## src/rtl/core/brhs_pkg.sv

```systemverilog
// brhs_pkg: shared constants for the byte ring with header search
// request codes, status codes and fixed field widths; no dependencies
`timescale 1ns / 1ps
`default_nettype none
package brhs_pkg;

    localparam logic [2:0] REQ_PUSH   = 3'd0;
    localparam logic [2:0] REQ_POP    = 3'd1;
    localparam logic [2:0] REQ_SEARCH = 3'd2;
    localparam logic [2:0] REQ_READ   = 3'd3;
    localparam logic [2:0] REQ_CLEAR  = 3'd4;

    localparam logic [2:0] ST_OK         = 3'd0;
    localparam logic [2:0] ST_HDR_SMALL  = 3'd1;
    localparam logic [2:0] ST_HDR_LARGE  = 3'd2;
    localparam logic [2:0] ST_NEVER_PUSH = 3'd3;
    localparam logic [2:0] ST_FEW_BYTES  = 3'd4;
    localparam logic [2:0] ST_LEN_OFS    = 3'd5;
    localparam logic [2:0] ST_LEN_WIDTH  = 3'd6;
    localparam logic [2:0] ST_EMPTY      = 3'd7;

    localparam logic [1:0] CFG_HDR_BYTES = 2'd0;
    localparam logic [1:0] CFG_HDR_SIZE  = 2'd1;
    localparam logic [1:0] CFG_LEN_OFS   = 2'd2;
    localparam logic [1:0] CFG_LEN_WIDTH = 2'd3;

    localparam int HDR_MAX     = 5;
    localparam int HDR_BITS    = 40;
    localparam int IN_TDATA_W  = 16;
    localparam int OUT_TDATA_W = 56;

endpackage
`default_nettype wire

```

## src/rtl/core/brhs_ring_mem.sv

```systemverilog
// brhs_ring_mem: byte store of the ring, one write port and one registered read port
// no package dependencies
`timescale 1ns / 1ps
`default_nettype none
module brhs_ring_mem #(
    parameter int DEPTH = 256,
    parameter int AW    = 8
) (
    input  wire logic          aclk,
    input  wire logic          wr_en,
    input  wire logic [AW-1:0] wr_addr,
    input  wire logic [7:0]    wr_data,
    input  wire logic [AW-1:0] rd_addr,
    output logic      [7:0]    rd_data
);

    logic [7:0] mem [DEPTH];

    always_ff @(posedge aclk) begin
        if (wr_en) begin
            mem[wr_addr] <= wr_data;
        end
        rd_data <= mem[rd_addr];
    end

endmodule
`default_nettype wire

```

## src/rtl/core/byte_ring_with_header_search.sv

```systemverilog
// byte_ring_with_header_search: top level, request sequencer and found-header table
// depends on brhs_pkg and brhs_ring_mem
`timescale 1ns / 1ps
`default_nettype none
// Byte ring of DEPTH bytes that overwrites its oldest byte when full, with a header
// search that fills a table of up to MAX_FOUND match positions. Every transaction in
// gives one transaction out. All ring reads share the single read port of the ring
// memory, one byte per cycle, under one sequencer, and the block takes one request at a
// time. Push, read-entry and unknown requests go straight to their result; pop first
// reads the head byte, clear zeroes the whole ring, and a search compares the header
// at each start offset, then reads the length field of the last match. After reset a
// clearing pass zeroes the ring before the first request is taken; configuration
// writes are taken at any time.
module byte_ring_with_header_search
    import brhs_pkg::*;
#(
    parameter int DEPTH     = 256,
    parameter int MAX_FOUND = 8
) (
    input  wire logic                   aclk,
    input  wire logic                   aresetn,
    input  wire logic                   s_tvalid,
    output logic                        s_tready,
    // byte_in[7:0], entry_index[10:8], zero pad
    input  wire logic [IN_TDATA_W-1:0]  s_tdata,
    // req_type[2:0]
    input  wire logic [2:0]             s_tuser,
    output logic                        m_tvalid,
    input  wire logic                   m_tready,
    // ok[0], byte_out[8:1], status[11:9], found_count[15:12], entry_position[23:16],
    // entry_distance[39:24], heavy[40], stored_count[49:41], zero pad
    output logic [OUT_TDATA_W-1:0]      m_tdata,
    input  wire logic                   cfg_wr_en,
    input  wire logic [1:0]             cfg_index,
    input  wire logic [HDR_BITS-1:0]    cfg_data
);

    localparam int AW  = $clog2(DEPTH);
    localparam int CW  = $clog2(DEPTH + 1);
    localparam int FCW = $clog2(MAX_FOUND + 1);
    localparam int FIW = (MAX_FOUND > 1) ? $clog2(MAX_FOUND) : 1;

    localparam logic [3:0] S_IDLE = 4'd0;
    localparam logic [3:0] S_CLR  = 4'd1;
    localparam logic [3:0] S_POP  = 4'd2;
    localparam logic [3:0] S_CHK  = 4'd3;
    localparam logic [3:0] S_SRD  = 4'd4;
    localparam logic [3:0] S_SCMP = 4'd5;
    localparam logic [3:0] S_LEN0 = 4'd6;
    localparam logic [3:0] S_LEN1 = 4'd7;
    localparam logic [3:0] S_LEN2 = 4'd8;
    localparam logic [3:0] S_NEED = 4'd9;
    localparam logic [3:0] S_DONE = 4'd10;

    function automatic logic [AW-1:0] wrap(input logic [CW-1:0] a, input logic [CW-1:0] b);
        logic [CW:0] t;
        t = {1'b0, a} + {1'b0, b};
        if (t >= (CW+1)'(DEPTH)) begin
            t = t - (CW+1)'(DEPTH);
        end
        return AW'(t);
    endfunction

    logic [HDR_BITS-1:0] hdr_reg;
    logic [2:0]          hsize_reg;
    logic [2:0]          lofs_reg;
    logic [1:0]          lwid_reg;

    logic [3:0]          state_reg, state_next;
    logic [AW-1:0]       head_reg, head_next;
    logic [AW-1:0]       tail_reg, tail_next;
    logic [CW-1:0]       count_reg, count_next;
    logic                never_reg, never_next;
    logic [FCW-1:0]      found_reg, found_next;
    logic                heavy_reg, heavy_next;
    logic [AW-1:0]       clr_addr_reg, clr_addr_next;
    logic                clr_req_reg, clr_req_next;
    logic [CW-1:0]       scan_reg, scan_next;
    logic [2:0]          hidx_reg, hidx_next;
    logic [AW-1:0]       last_pos_reg, last_pos_next;
    logic [7:0]          len_lo_reg, len_lo_next;
    logic [7:0]          len_hi_reg, len_hi_next;
    logic [AW-1:0]       pos_tab_reg [MAX_FOUND];
    logic [AW-1:0]       pos_tab_next [MAX_FOUND];
    logic [15:0]         dist_tab_reg [MAX_FOUND];
    logic [15:0]         dist_tab_next [MAX_FOUND];

    logic                res_ok_reg, res_ok_next;
    logic [7:0]          res_byte_reg, res_byte_next;
    logic [2:0]          res_stat_reg, res_stat_next;
    logic [7:0]          res_pos_reg, res_pos_next;
    logic [15:0]         res_dist_reg, res_dist_next;

    logic                      m_valid_reg, m_valid_next;
    logic [OUT_TDATA_W-1:0]    m_data_reg, m_data_next;

    logic          mem_we;
    logic [AW-1:0] mem_waddr;
    logic [7:0]    mem_wdata;
    logic [AW-1:0] mem_raddr;
    logic [7:0]    mem_rdata;

    logic          accept;
    logic [2:0]    req;
    logic [7:0]    byte_in;
    logic [2:0]    entry_index;
    logic [CW-1:0] scan_off;
    logic [AW-1:0] scan_pos;
    logic [AW-1:0] len_pos;
    logic [7:0]    hbyte;
    logic [AW:0]   pos_diff;
    logic [16:0]   need_sum;
    logic [FIW-1:0] tab_idx;

    brhs_ring_mem #(
        .DEPTH (DEPTH),
        .AW    (AW)
    ) u_ring (
        .aclk    (aclk),
        .wr_en   (mem_we),
        .wr_addr (mem_waddr),
        .wr_data (mem_wdata),
        .rd_addr (mem_raddr),
        .rd_data (mem_rdata)
    );

    assign s_tready    = (state_reg == S_IDLE);
    assign accept      = s_tvalid && s_tready;
    assign req         = s_tuser;
    assign byte_in     = s_tdata[7:0];
    assign entry_index = s_tdata[10:8];
    assign m_tvalid    = m_valid_reg;
    assign m_tdata     = m_data_reg;

    assign scan_off = scan_reg + CW'(hidx_reg);
    assign scan_pos = wrap(CW'(head_reg), scan_off);
    assign len_pos  = wrap(CW'(last_pos_reg), CW'(lofs_reg));
    assign hbyte    = (32'(hidx_reg) < HDR_MAX) ? hdr_reg[8*hidx_reg +: 8] : 8'd0;
    assign need_sum = 17'(hsize_reg) + 17'd2 + {1'b0, len_hi_reg, len_lo_reg};
    assign tab_idx  = FIW'(entry_index);

    always_comb begin
        pos_diff = {1'b0, wrap(CW'(head_reg), scan_reg)} - {1'b0, last_pos_reg};
        if (pos_diff[AW]) begin
            pos_diff = pos_diff + (AW+1)'(DEPTH);
        end
    end

    always_comb begin
        mem_we    = 1'b0;
        mem_waddr = tail_reg;
        mem_wdata = byte_in;
        mem_raddr = head_reg;
        case (state_reg)
            S_IDLE: begin
                mem_we = accept && (req == REQ_PUSH);
            end
            S_CLR: begin
                mem_we    = 1'b1;
                mem_waddr = clr_addr_reg;
                mem_wdata = 8'd0;
            end
            S_POP: begin
                mem_we    = 1'b1;
                mem_waddr = head_reg;
                mem_wdata = 8'd0;
            end
            S_SRD:  mem_raddr = scan_pos;
            S_LEN0: mem_raddr = len_pos;
            S_LEN1: mem_raddr = wrap(CW'(len_pos), CW'(1));
            default: ;
        endcase
    end

    always_comb begin
        state_next    = state_reg;
        head_next     = head_reg;
        tail_next     = tail_reg;
        count_next    = count_reg;
        never_next    = never_reg;
        found_next    = found_reg;
        heavy_next    = heavy_reg;
        clr_addr_next = clr_addr_reg;
        clr_req_next  = clr_req_reg;
        scan_next     = scan_reg;
        hidx_next     = hidx_reg;
        last_pos_next = last_pos_reg;
        len_lo_next   = len_lo_reg;
        len_hi_next   = len_hi_reg;
        pos_tab_next  = pos_tab_reg;
        dist_tab_next = dist_tab_reg;
        res_ok_next   = res_ok_reg;
        res_byte_next = res_byte_reg;
        res_stat_next = res_stat_reg;
        res_pos_next  = res_pos_reg;
        res_dist_next = res_dist_reg;
        m_valid_next  = m_valid_reg;
        m_data_next   = m_data_reg;

        if (m_valid_reg && m_tready) begin
            m_valid_next = 1'b0;
        end

        case (state_reg)
            S_IDLE: begin
                if (accept) begin
                    res_ok_next   = 1'b0;
                    res_byte_next = 8'd0;
                    res_stat_next = ST_EMPTY;
                    res_pos_next  = 8'd0;
                    res_dist_next = 16'd0;
                    state_next    = S_DONE;
                    case (req)
                        REQ_PUSH: begin
                            never_next    = 1'b0;
                            tail_next     = wrap(CW'(tail_reg), CW'(1));
                            if (count_reg == CW'(DEPTH)) begin
                                head_next = wrap(CW'(head_reg), CW'(1));
                            end else begin
                                count_next = count_reg + CW'(1);
                            end
                            res_ok_next   = 1'b1;
                            res_stat_next = ST_OK;
                        end
                        REQ_POP: begin
                            if (count_reg != '0) begin
                                state_next = S_POP;
                            end
                        end
                        REQ_SEARCH: state_next = S_CHK;
                        REQ_READ: begin
                            if (32'(entry_index) < MAX_FOUND
                                    && 32'(entry_index) < 32'(found_reg)) begin
                                res_ok_next   = 1'b1;
                                res_stat_next = ST_OK;
                                res_pos_next  = 8'(pos_tab_reg[tab_idx]);
                                res_dist_next = dist_tab_reg[tab_idx];
                            end
                        end
                        REQ_CLEAR: begin
                            head_next     = '0;
                            tail_next     = '0;
                            count_next    = '0;
                            never_next    = 1'b1;
                            found_next    = '0;
                            heavy_next    = 1'b0;
                            clr_addr_next = '0;
                            clr_req_next  = 1'b1;
                            res_ok_next   = 1'b1;
                            res_stat_next = ST_OK;
                            state_next    = S_CLR;
                        end
                        default: ;
                    endcase
                end
            end
            S_CLR: begin
                clr_addr_next = clr_addr_reg + AW'(1);
                if (clr_addr_reg == AW'(DEPTH - 1)) begin
                    state_next = clr_req_reg ? S_DONE : S_IDLE;
                end
            end
            S_POP: begin
                res_ok_next   = 1'b1;
                res_stat_next = ST_OK;
                res_byte_next = mem_rdata;
                head_next     = wrap(CW'(head_reg), CW'(1));
                count_next    = count_reg - CW'(1);
                state_next    = S_DONE;
            end
            S_CHK: begin
                state_next = S_DONE;
                if (hsize_reg <= 3'd1) begin
                    res_stat_next = ST_HDR_SMALL;
                end else if (32'(hsize_reg) > HDR_MAX) begin
                    res_stat_next = ST_HDR_LARGE;
                end else if (never_reg) begin
                    res_stat_next = ST_NEVER_PUSH;
                end else if (32'(count_reg) < 32'(hsize_reg) + 2) begin
                    res_stat_next = ST_FEW_BYTES;
                end else if (lofs_reg < hsize_reg
                        || {1'b0, lofs_reg} >= {1'b0, hsize_reg} + 4'd2) begin
                    res_stat_next = ST_LEN_OFS;
                end else if (lwid_reg > 2'd2) begin
                    res_stat_next = ST_LEN_WIDTH;
                end else begin
                    res_ok_next   = 1'b1;
                    res_stat_next = ST_OK;
                    found_next    = '0;
                    heavy_next    = 1'b0;
                    scan_next     = '0;
                    hidx_next     = '0;
                    state_next    = S_SRD;
                end
            end
            S_SRD: begin
                if (32'(scan_reg) + 32'(hsize_reg) > 32'(count_reg)) begin
                    state_next = (found_reg == '0) ? S_DONE : S_LEN0;
                end else begin
                    state_next = S_SCMP;
                end
            end
            S_SCMP: begin
                state_next = S_SRD;
                if (mem_rdata != hbyte) begin
                    scan_next = scan_reg + CW'(1);
                    hidx_next = '0;
                end else if (hidx_reg == hsize_reg - 3'd1) begin
                    scan_next = scan_reg + CW'(1);
                    hidx_next = '0;
                    if (32'(found_reg) < MAX_FOUND) begin
                        pos_tab_next[FIW'(found_reg)]  = wrap(CW'(head_reg), scan_reg);
                        dist_tab_next[FIW'(found_reg)] = 16'd0;
                        if (found_reg != '0) begin
                            dist_tab_next[FIW'(found_reg - FCW'(1))] = 16'(pos_diff);
                        end
                        last_pos_next = wrap(CW'(head_reg), scan_reg);
                        found_next    = found_reg + FCW'(1);
                    end else begin
                        heavy_next = 1'b1;
                    end
                end else begin
                    hidx_next = hidx_reg + 3'd1;
                end
            end
            S_LEN0: state_next = S_LEN1;
            S_LEN1: begin
                len_lo_next = mem_rdata;
                len_hi_next = 8'd0;
                state_next  = (lwid_reg == 2'd1) ? S_NEED : S_LEN2;
            end
            S_LEN2: begin
                len_hi_next = mem_rdata;
                state_next  = S_NEED;
            end
            S_NEED: begin
                if (17'(count_reg) >= {1'b0, need_sum[15:0]}) begin
                    dist_tab_next[FIW'(found_reg - FCW'(1))] = need_sum[15:0];
                end else begin
                    found_next = found_reg - FCW'(1);
                end
                state_next = S_DONE;
            end
            S_DONE: begin
                if (!m_valid_reg || m_tready) begin
                    m_valid_next = 1'b1;
                    m_data_next  = {6'd0, 9'(count_reg), heavy_reg, res_dist_reg,
                                    res_pos_reg, 4'(found_reg), res_stat_reg,
                                    res_byte_reg, res_ok_reg};
                    clr_req_next = 1'b0;
                    state_next   = S_IDLE;
                end
            end
            default: state_next = S_IDLE;
        endcase
    end

    always_ff @(posedge aclk) begin
        if (!aresetn) begin
            hdr_reg      <= '0;
            hsize_reg    <= 3'd2;
            lofs_reg     <= 3'd2;
            lwid_reg     <= 2'd1;
            state_reg    <= S_CLR;
            head_reg     <= '0;
            tail_reg     <= '0;
            count_reg    <= '0;
            never_reg    <= 1'b1;
            found_reg    <= '0;
            heavy_reg    <= 1'b0;
            clr_addr_reg <= '0;
            clr_req_reg  <= 1'b0;
            m_valid_reg  <= 1'b0;
        end else begin
            if (cfg_wr_en) begin
                case (cfg_index)
                    CFG_HDR_BYTES: hdr_reg   <= cfg_data;
                    CFG_HDR_SIZE:  hsize_reg <= cfg_data[2:0];
                    CFG_LEN_OFS:   lofs_reg  <= cfg_data[2:0];
                    CFG_LEN_WIDTH: lwid_reg  <= cfg_data[1:0];
                    default: ;
                endcase
            end
            state_reg    <= state_next;
            head_reg     <= head_next;
            tail_reg     <= tail_next;
            count_reg    <= count_next;
            never_reg    <= never_next;
            found_reg    <= found_next;
            heavy_reg    <= heavy_next;
            clr_addr_reg <= clr_addr_next;
            clr_req_reg  <= clr_req_next;
            m_valid_reg  <= m_valid_next;
        end
    end

    always_ff @(posedge aclk) begin
        scan_reg     <= scan_next;
        hidx_reg     <= hidx_next;
        last_pos_reg <= last_pos_next;
        len_lo_reg   <= len_lo_next;
        len_hi_reg   <= len_hi_next;
        pos_tab_reg  <= pos_tab_next;
        dist_tab_reg <= dist_tab_next;
        res_ok_reg   <= res_ok_next;
        res_byte_reg <= res_byte_next;
        res_stat_reg <= res_stat_next;
        res_pos_reg  <= res_pos_next;
        res_dist_reg <= res_dist_next;
        m_data_reg   <= m_data_next;
    end

endmodule
`default_nettype wire

```

## config.mk

```make
export PLATFORM = sky130hd
export DESIGN_NAME = byte_ring_with_header_search
export DESIGN_NICKNAME = d
export VERILOG_FILES = /design/src/rtl/core/brhs_pkg.sv /design/src/rtl/core/brhs_ring_mem.sv /design/src/rtl/core/byte_ring_with_header_search.sv
export SDC_FILE = /design/constraint.sdc
export NUM_CORES = 2
export LEC_CHECK = 0
export BUFFER_PORTS_ARGS = -buffer_cell sky130_fd_sc_hd__buf_2
export CAP_MARGIN = 20
export CORE_UTILIZATION = 35
export CTS_CLUSTER_SIZE = 20
export DETAILED_ROUTE_END_ITERATION = 8
export RECOVER_POWER = 25
export SLEW_MARGIN = 0
export SYNTH_ARGS = -nofsm -noshare
export SYNTH_HDL_FRONTEND = slang
export SYNTH_HIERARCHICAL = 1
export SYNTH_SLANG_ARGS = --single-unit
```

## constraint.sdc

```tcl
create_clock -name aclk -period 7.5 [get_ports aclk]
set_input_delay 1.5 -clock aclk [delete_from_list [all_inputs] [get_ports aclk]]
set_output_delay 1.5 -clock aclk [all_outputs]
set_load 0.02 [all_outputs]
```

* Word level (Yosys, flattened, before mapping)
Memories as Yosys holds them, arrays and structs flattened. A register that Yosys moved wholly into a read port is not among the register bits.
Index checks and enable logic that the tools add are counted.
** Storage, ports and cells
- Memory bits (writable) :: 2048
- Bits of input ports :: 66
- Output and inout port bits :: 58
- Flip-flop bits (word level) :: 407
- Memories :: 1
** Memory list
- u_ring.mem :: words 256, width 8, rd ports 1, clocked after memory_dff 1, wr ports 1, line brhs_ring_mem.sv:17 : logic [7:0] mem [DEPTH];
** Operators by class
- Muxes and demuxes :: 141
- Equality and inequality tests :: 42
- $add $sub $neg :: 28
- Order comparisons :: 22
- Bitwise operators :: 6
- Shifts and indexed selects :: 1
- Reductions and logical operators :: 49
** Operators with widths (number)
- 128-bit two-way mux :: 5
- 128-bit bitwise mux :: 2
- 128-bit one-hot mux with 2 select lines :: 1
- 8-bit two-way mux :: 20
- 128-bit AND :: 1
- 128-bit NOT :: 1
- 8-bit one-hot mux with 2 select lines :: 7
- 4-bit two-way mux :: 25
- 9-bit two-way mux :: 11
- 16-bit demux with 3-bit select :: 2
- 64-bit bitwise mux :: 1
- 16-bit two-way mux :: 4
- 9-bit one-hot mux with 2 select lines :: 3
- 16-bit binary-select mux with 3-bit select :: 1
- 3-bit two-way mux :: 16
- 8-bit by 1-bit subtractor with 8-bit output (second input constant) :: 6
- 4-bit one-hot mux with 10 select lines :: 1
- 40-bit by 7-bit variable part select with 8-bit output :: 1
- 9-bit greater-or-equal comparator (second input constant) :: 4
- 1-bit two-way mux :: 28
- 2-bit inequality test (second input constant) :: 14
- 8-bit by 1-bit adder with 9-bit output (second input constant) :: 3
- 8-bit binary-select mux with 3-bit select :: 1
- 8-bit demux with 3-bit select :: 1
- other kinds (74) :: 130

* Longest topological paths before layout
- Depth after elaboration :: 13
- Gate-level depth with buffers :: 21
- Depth with buffers taken out :: 19

* Cells and area by module
The synthesis kept the hierarchy.
** Modules (own cells, without submodules)
- brhs_ring_mem :: sequential area each 61659.1 um^2, instances 1, cells each 3733, area an instance 79556.3 um^2
- byte_ring_with_header_search :: sequential area each 11290.8 um^2, instances 1, cells each 1924, area an instance 21166.6 um^2

* Worst setup path after synthesis
No wires, ideal clock.
- Kind :: input to register
- Start point :: in s_tdata[5]
- End point :: mem u_ring.mem[0][5], data pin
- Data required time :: 6.633 ns
- Stages :: 1
- Library setup time :: 0.867 ns
- Slack :: 1.888 ns
- Arrival :: 4.744 ns
- Path through :: and2_1
** Between the ends
- Longest elaborated chain between the ends :: 1
** Ends and longest elaborated chain
- start, declared :: line byte_ring_with_header_search.sv:25 : input wire logic [IN_TDATA_W-1:0] s_tdata,
- 8-bit two-way mux :: line byte_ring_with_header_search.sv:154 : case (state_reg)
- end, declared :: line brhs_ring_mem.sv:17
Every way passes these cells.

* Worst setup path in the final report
- Start point :: reg state_reg[1]
- End point :: mem u_ring.mem[9][5], enable pin
** Between the ends
- Elaborated cells between the ends (all ways) :: 10
- Classes of those cells :: eq/ne (2); mux (4); reduce/logical (4)
** RTL lines
- start, declared :: line byte_ring_with_header_search.sv:69 : logic [3:0] state_reg, state_next;
- start signal, assigned :: line byte_ring_with_header_search.sv:384 : state_reg <= state_next;
- 4-bit by 2-bit equality test with 1-bit output or 4-bit by 1-bit equality test with 1-bit output (tied branches) :: line byte_ring_with_header_search.sv:154
- 8-bit one-hot mux with 2 select lines * :: line byte_ring_with_header_search.sv:154
- named net mem_waddr[0] :: line byte_ring_with_header_search.sv:98 : logic [AW-1:0] mem_waddr;
The timed path passes the listed nets; every way through them passes the cells marked *.

==> results.txt <==
R2R setup slack: 1.08 ns
cts hold-fix bufs: 0
largest net degree at the start of global routing: 207
FF+latch count, synth: 2,463
worst slew pin tran: 3.56 ns
Final Non-Filler Cells: 9,803
die footprint: 0.290 sq mm
post-detailed-route DRC marker count: 0
DRT Pass-1 Iters: 6
final hold vios: 0
Final HPWL DP: 160,000 um
GRT Residual Overflow: 0
ys flop type: edfxtp_1
final setup TNS: 0 ns
leak pwr: 35.4 nW
max_slew headroom: -137%
Post-CTS Setup Bufs: 0
Worst Setup End Kind: flop
vias per inst: 5.54
Synthesis Warnings: 6
via count: 54,300
reg-to-reg endpoint: u_ring/mem[9][5]$_DFFE_PP_
skew final: 0.122 ns
max reg flops: 2,048
RSZ-0062 raised after global routing: no
min cycle time layout: 6.42 ns
antenna-violating nets left: 0
Worst Hold Endpoint: m_tdata[29]$_DFFE_PP_
Crit path required time: 7.96 ns
status: finished, violations left
CTS Sinks: 2,463
die height: 538 um
Final period util: 85.5%
Slew Limit Fails: 592
mapped cell area: 0.101 sq mm
drt initial violations: 5,915
max_cap viols: 9
first-pass GRT wire length: 373,000 um
area occupied by multi-input gates: 0.0258 sq mm
Mapped Cells: 5,657
crit path DAT: 6.87 ns
GP Congestion: 0.857
Starting Density: 35.3%
Nets: 5,984
WS Path Type: reg2reg
post-synthesis sequential area ratio: 72.4%
dpl cells: 9,339
CTS tree: done
die width: 538 um
IO buf count: 112
P per Cell Area: 244 mW/mm^2
Synth cell types: 87
Fmax: 0.156 GHz
nature of the critical path startpoint: flop
hold wc startpoint: res_dist_reg[5]$_SDFFCE_PN0P_
CTS root buffer: clkbuf_16
clock buffer depth: 4
Mean Syn Cell Area: 17.8 sq um
FF-to-FF Start: state_reg[1]$_SDFFE_PN0P_
VDD IR max: 0.233 mV
clock buffer count from CTS: 247
Total GRT Usage: 17.3%
ys async rst share: 0%
share of layout cells above drive strength 1: 17.9%
hold crit path type: reg2reg
H-tree Lvls: 4
final setup vio count: 0
R2R depth: 12
number of global-route vias before repair: 53,600
flip-flop and latch area: 0.0730 sq mm
Area Growth Syn to Fin: 12.7%
# IOs: 124
Worst-Skew Late Latency: 0.92 ns
Worst-path clk slew: 0.06 ns
failing checks: capacitance limit, slew limit
initial antenna violation count: 5
wire per inst: 26.2 um
num rows: 196
crit-path max FO: 29
hold depth: 0
drt total wl: 257,000 um
# fillers: 25,500
post_cts resized: 0
EDFF count, synth: 2,362
core area: 0.286 sq mm
==> cells by family (layout without fill, tap and decap cells) <==
logic type	count (synthesis)	in the layout	synth area share, %
xor gates and xnor gates	88	88	0.765
other	1	11	0.00372
DFF	2463	2463	72.4
adders and majority gates	87	87	1.13
AOI/OAI and AO/OA	820	820	5.43
buffers and inverters	392	766	2.09
and+or+nand+nor	1108	1108	4.93
muxes	698	698	13.2
==> per-stage QoR <==
| stage | instance area (sq um) | total power, W | hold slack (ns) | setup slack (ns) | util (%) |
|---|---|---|---|---|---|
| 3_3_place_gp | 105000 | 0.0155 | 0.404 | 1.03 | 36.9 |
| 3_5_place_dp | 105000 | 0.0155 | 0.407 | 1.33 | 36.9 |
| 2_1_floorplan | 101000 | 0.0154 | 0.400 | 1.89 | - |
| 5_1_grt | 114000 | 0.0284 | 0.405 | 0.678 | 39.7 |
| 4_1_cts | 114000 | 0.0279 | 0.392 | 1.36 | 39.8 |
| 6_report | 114000 | 0.0277 | 0.404 | 1.08 | 39.7 |
==> per-layer routing <==
| metal | part of all wire, % | GRT usage (%) |
|---|---|---|
| met5 | 0 | 0 |
| met4 | 2.6 | 4.65 |
| met3 | 7.7 | 2.89 |
| met2 | 48 | 27.9 |
| met1 | 42 | 24.1 |
==> layout make-up <==
class                           count  area share (%)
Inverter                           61           0.202
Clock inverter                    143            1.46
Sequential cell                  2463            64.3
Tap cell                         3762            4.15
Antenna cell                        5          0.0110
Clock buffer                      310            5.73
Multi-Input combinational cell   2807            22.7
Timing Repair Buffer              252            1.46
==> Yosys cell counts (48+ instances only) <==
| master | n | share of area (%) |
|---|---|---|
| nand3_1 | 60 | 0.30 |
| dfxtp_1 | 101 | 2.0 |
| clkbuf_1 | 187 | 0.70 |
| nor2_1 | 456 | 1.7 |
| a21oi_1 | 209 | 1.0 |
| edfxtp_1 | 2362 | 70 |
| mux4_2 | 502 | 11 |
| nand2_1 | 310 | 1.2 |
| o221ai_1 | 60 | 0.52 |
| inv_1 | 59 | 0.22 |
| ha_1 | 79 | 0.98 |
| a22oi_1 | 156 | 1.2 |
| nor3_1 | 48 | 0.24 |
| nor2b_1 | 51 | 0.32 |
| mux2i_1 | 183 | 1.8 |
| o21ai_0 | 148 | 0.74 |
==> where the power goes <==
part | switching, W | internal (W)
Clock | 0.00516 | 0.00733
Combinational | 0.000214 | 0.000106
Sequential | 0.0000390 | 0.0149
==> layout by cell type, fill, tap and decap left out, drive strengths merged, types with 35 or more instances in the layout <==
cell type / count
clkbuf: 392
nor4: 35
bufinv: 35
o221ai: 61
o22ai: 40
mux2i: 183
buf: 170
clkinv: 98
nand3: 60
nor2b: 51
xnor2: 45
edfxtp: 2362
inv: 63
nor3: 49
nor2: 456
dfxtp: 101
o21ai: 151
ha: 79
mux4: 504
nand2: 310
xor2: 43
a22oi: 157
a21oi: 209
==> critical path: stages (launching register included) <==
cell and delay [ns]:
dfxtp_1 0.57, clkbuf_1 0.92, nand2b_1 0.26, nor2_1 0.06, buf_4 0.19, nor2_1 0.10
clkbuf_1 0.65, nand2_1 0.11, nand2_1 0.60, nor2b_1 0.50, nand3_1 0.81, buf_4 0.53
nor2_1 0.68
==> worst max-delay path by stage <==
stage,start,depth (start not counted),end,slack (ns)
4_1_cts,scan_reg[0]$_SDFFCE_PN0P_,16,u_ring/rd_data[5]$_DFF_P_,1.36
5_1_grt,state_reg[1]$_SDFFE_PN0P_,12,u_ring/mem[9][5]$_DFFE_PP_,0.68
6_report,state_reg[1]$_SDFFE_PN0P_,12,u_ring/mem[9][5]$_DFFE_PP_,1.08
3_3_place_gp,scan_reg[0]$_SDFFCE_PN0P_,15,u_ring/rd_data[2]$_DFF_P_,1.03
2_1_floorplan,s_tdata[5],1,u_ring/mem[0][5]$_DFFE_PP_,1.89
3_5_place_dp,scan_reg[0]$_SDFFCE_PN0P_,16,u_ring/rd_data[5]$_DFF_P_,1.33
Note: power is estimated with default switching activity, not from simulation.
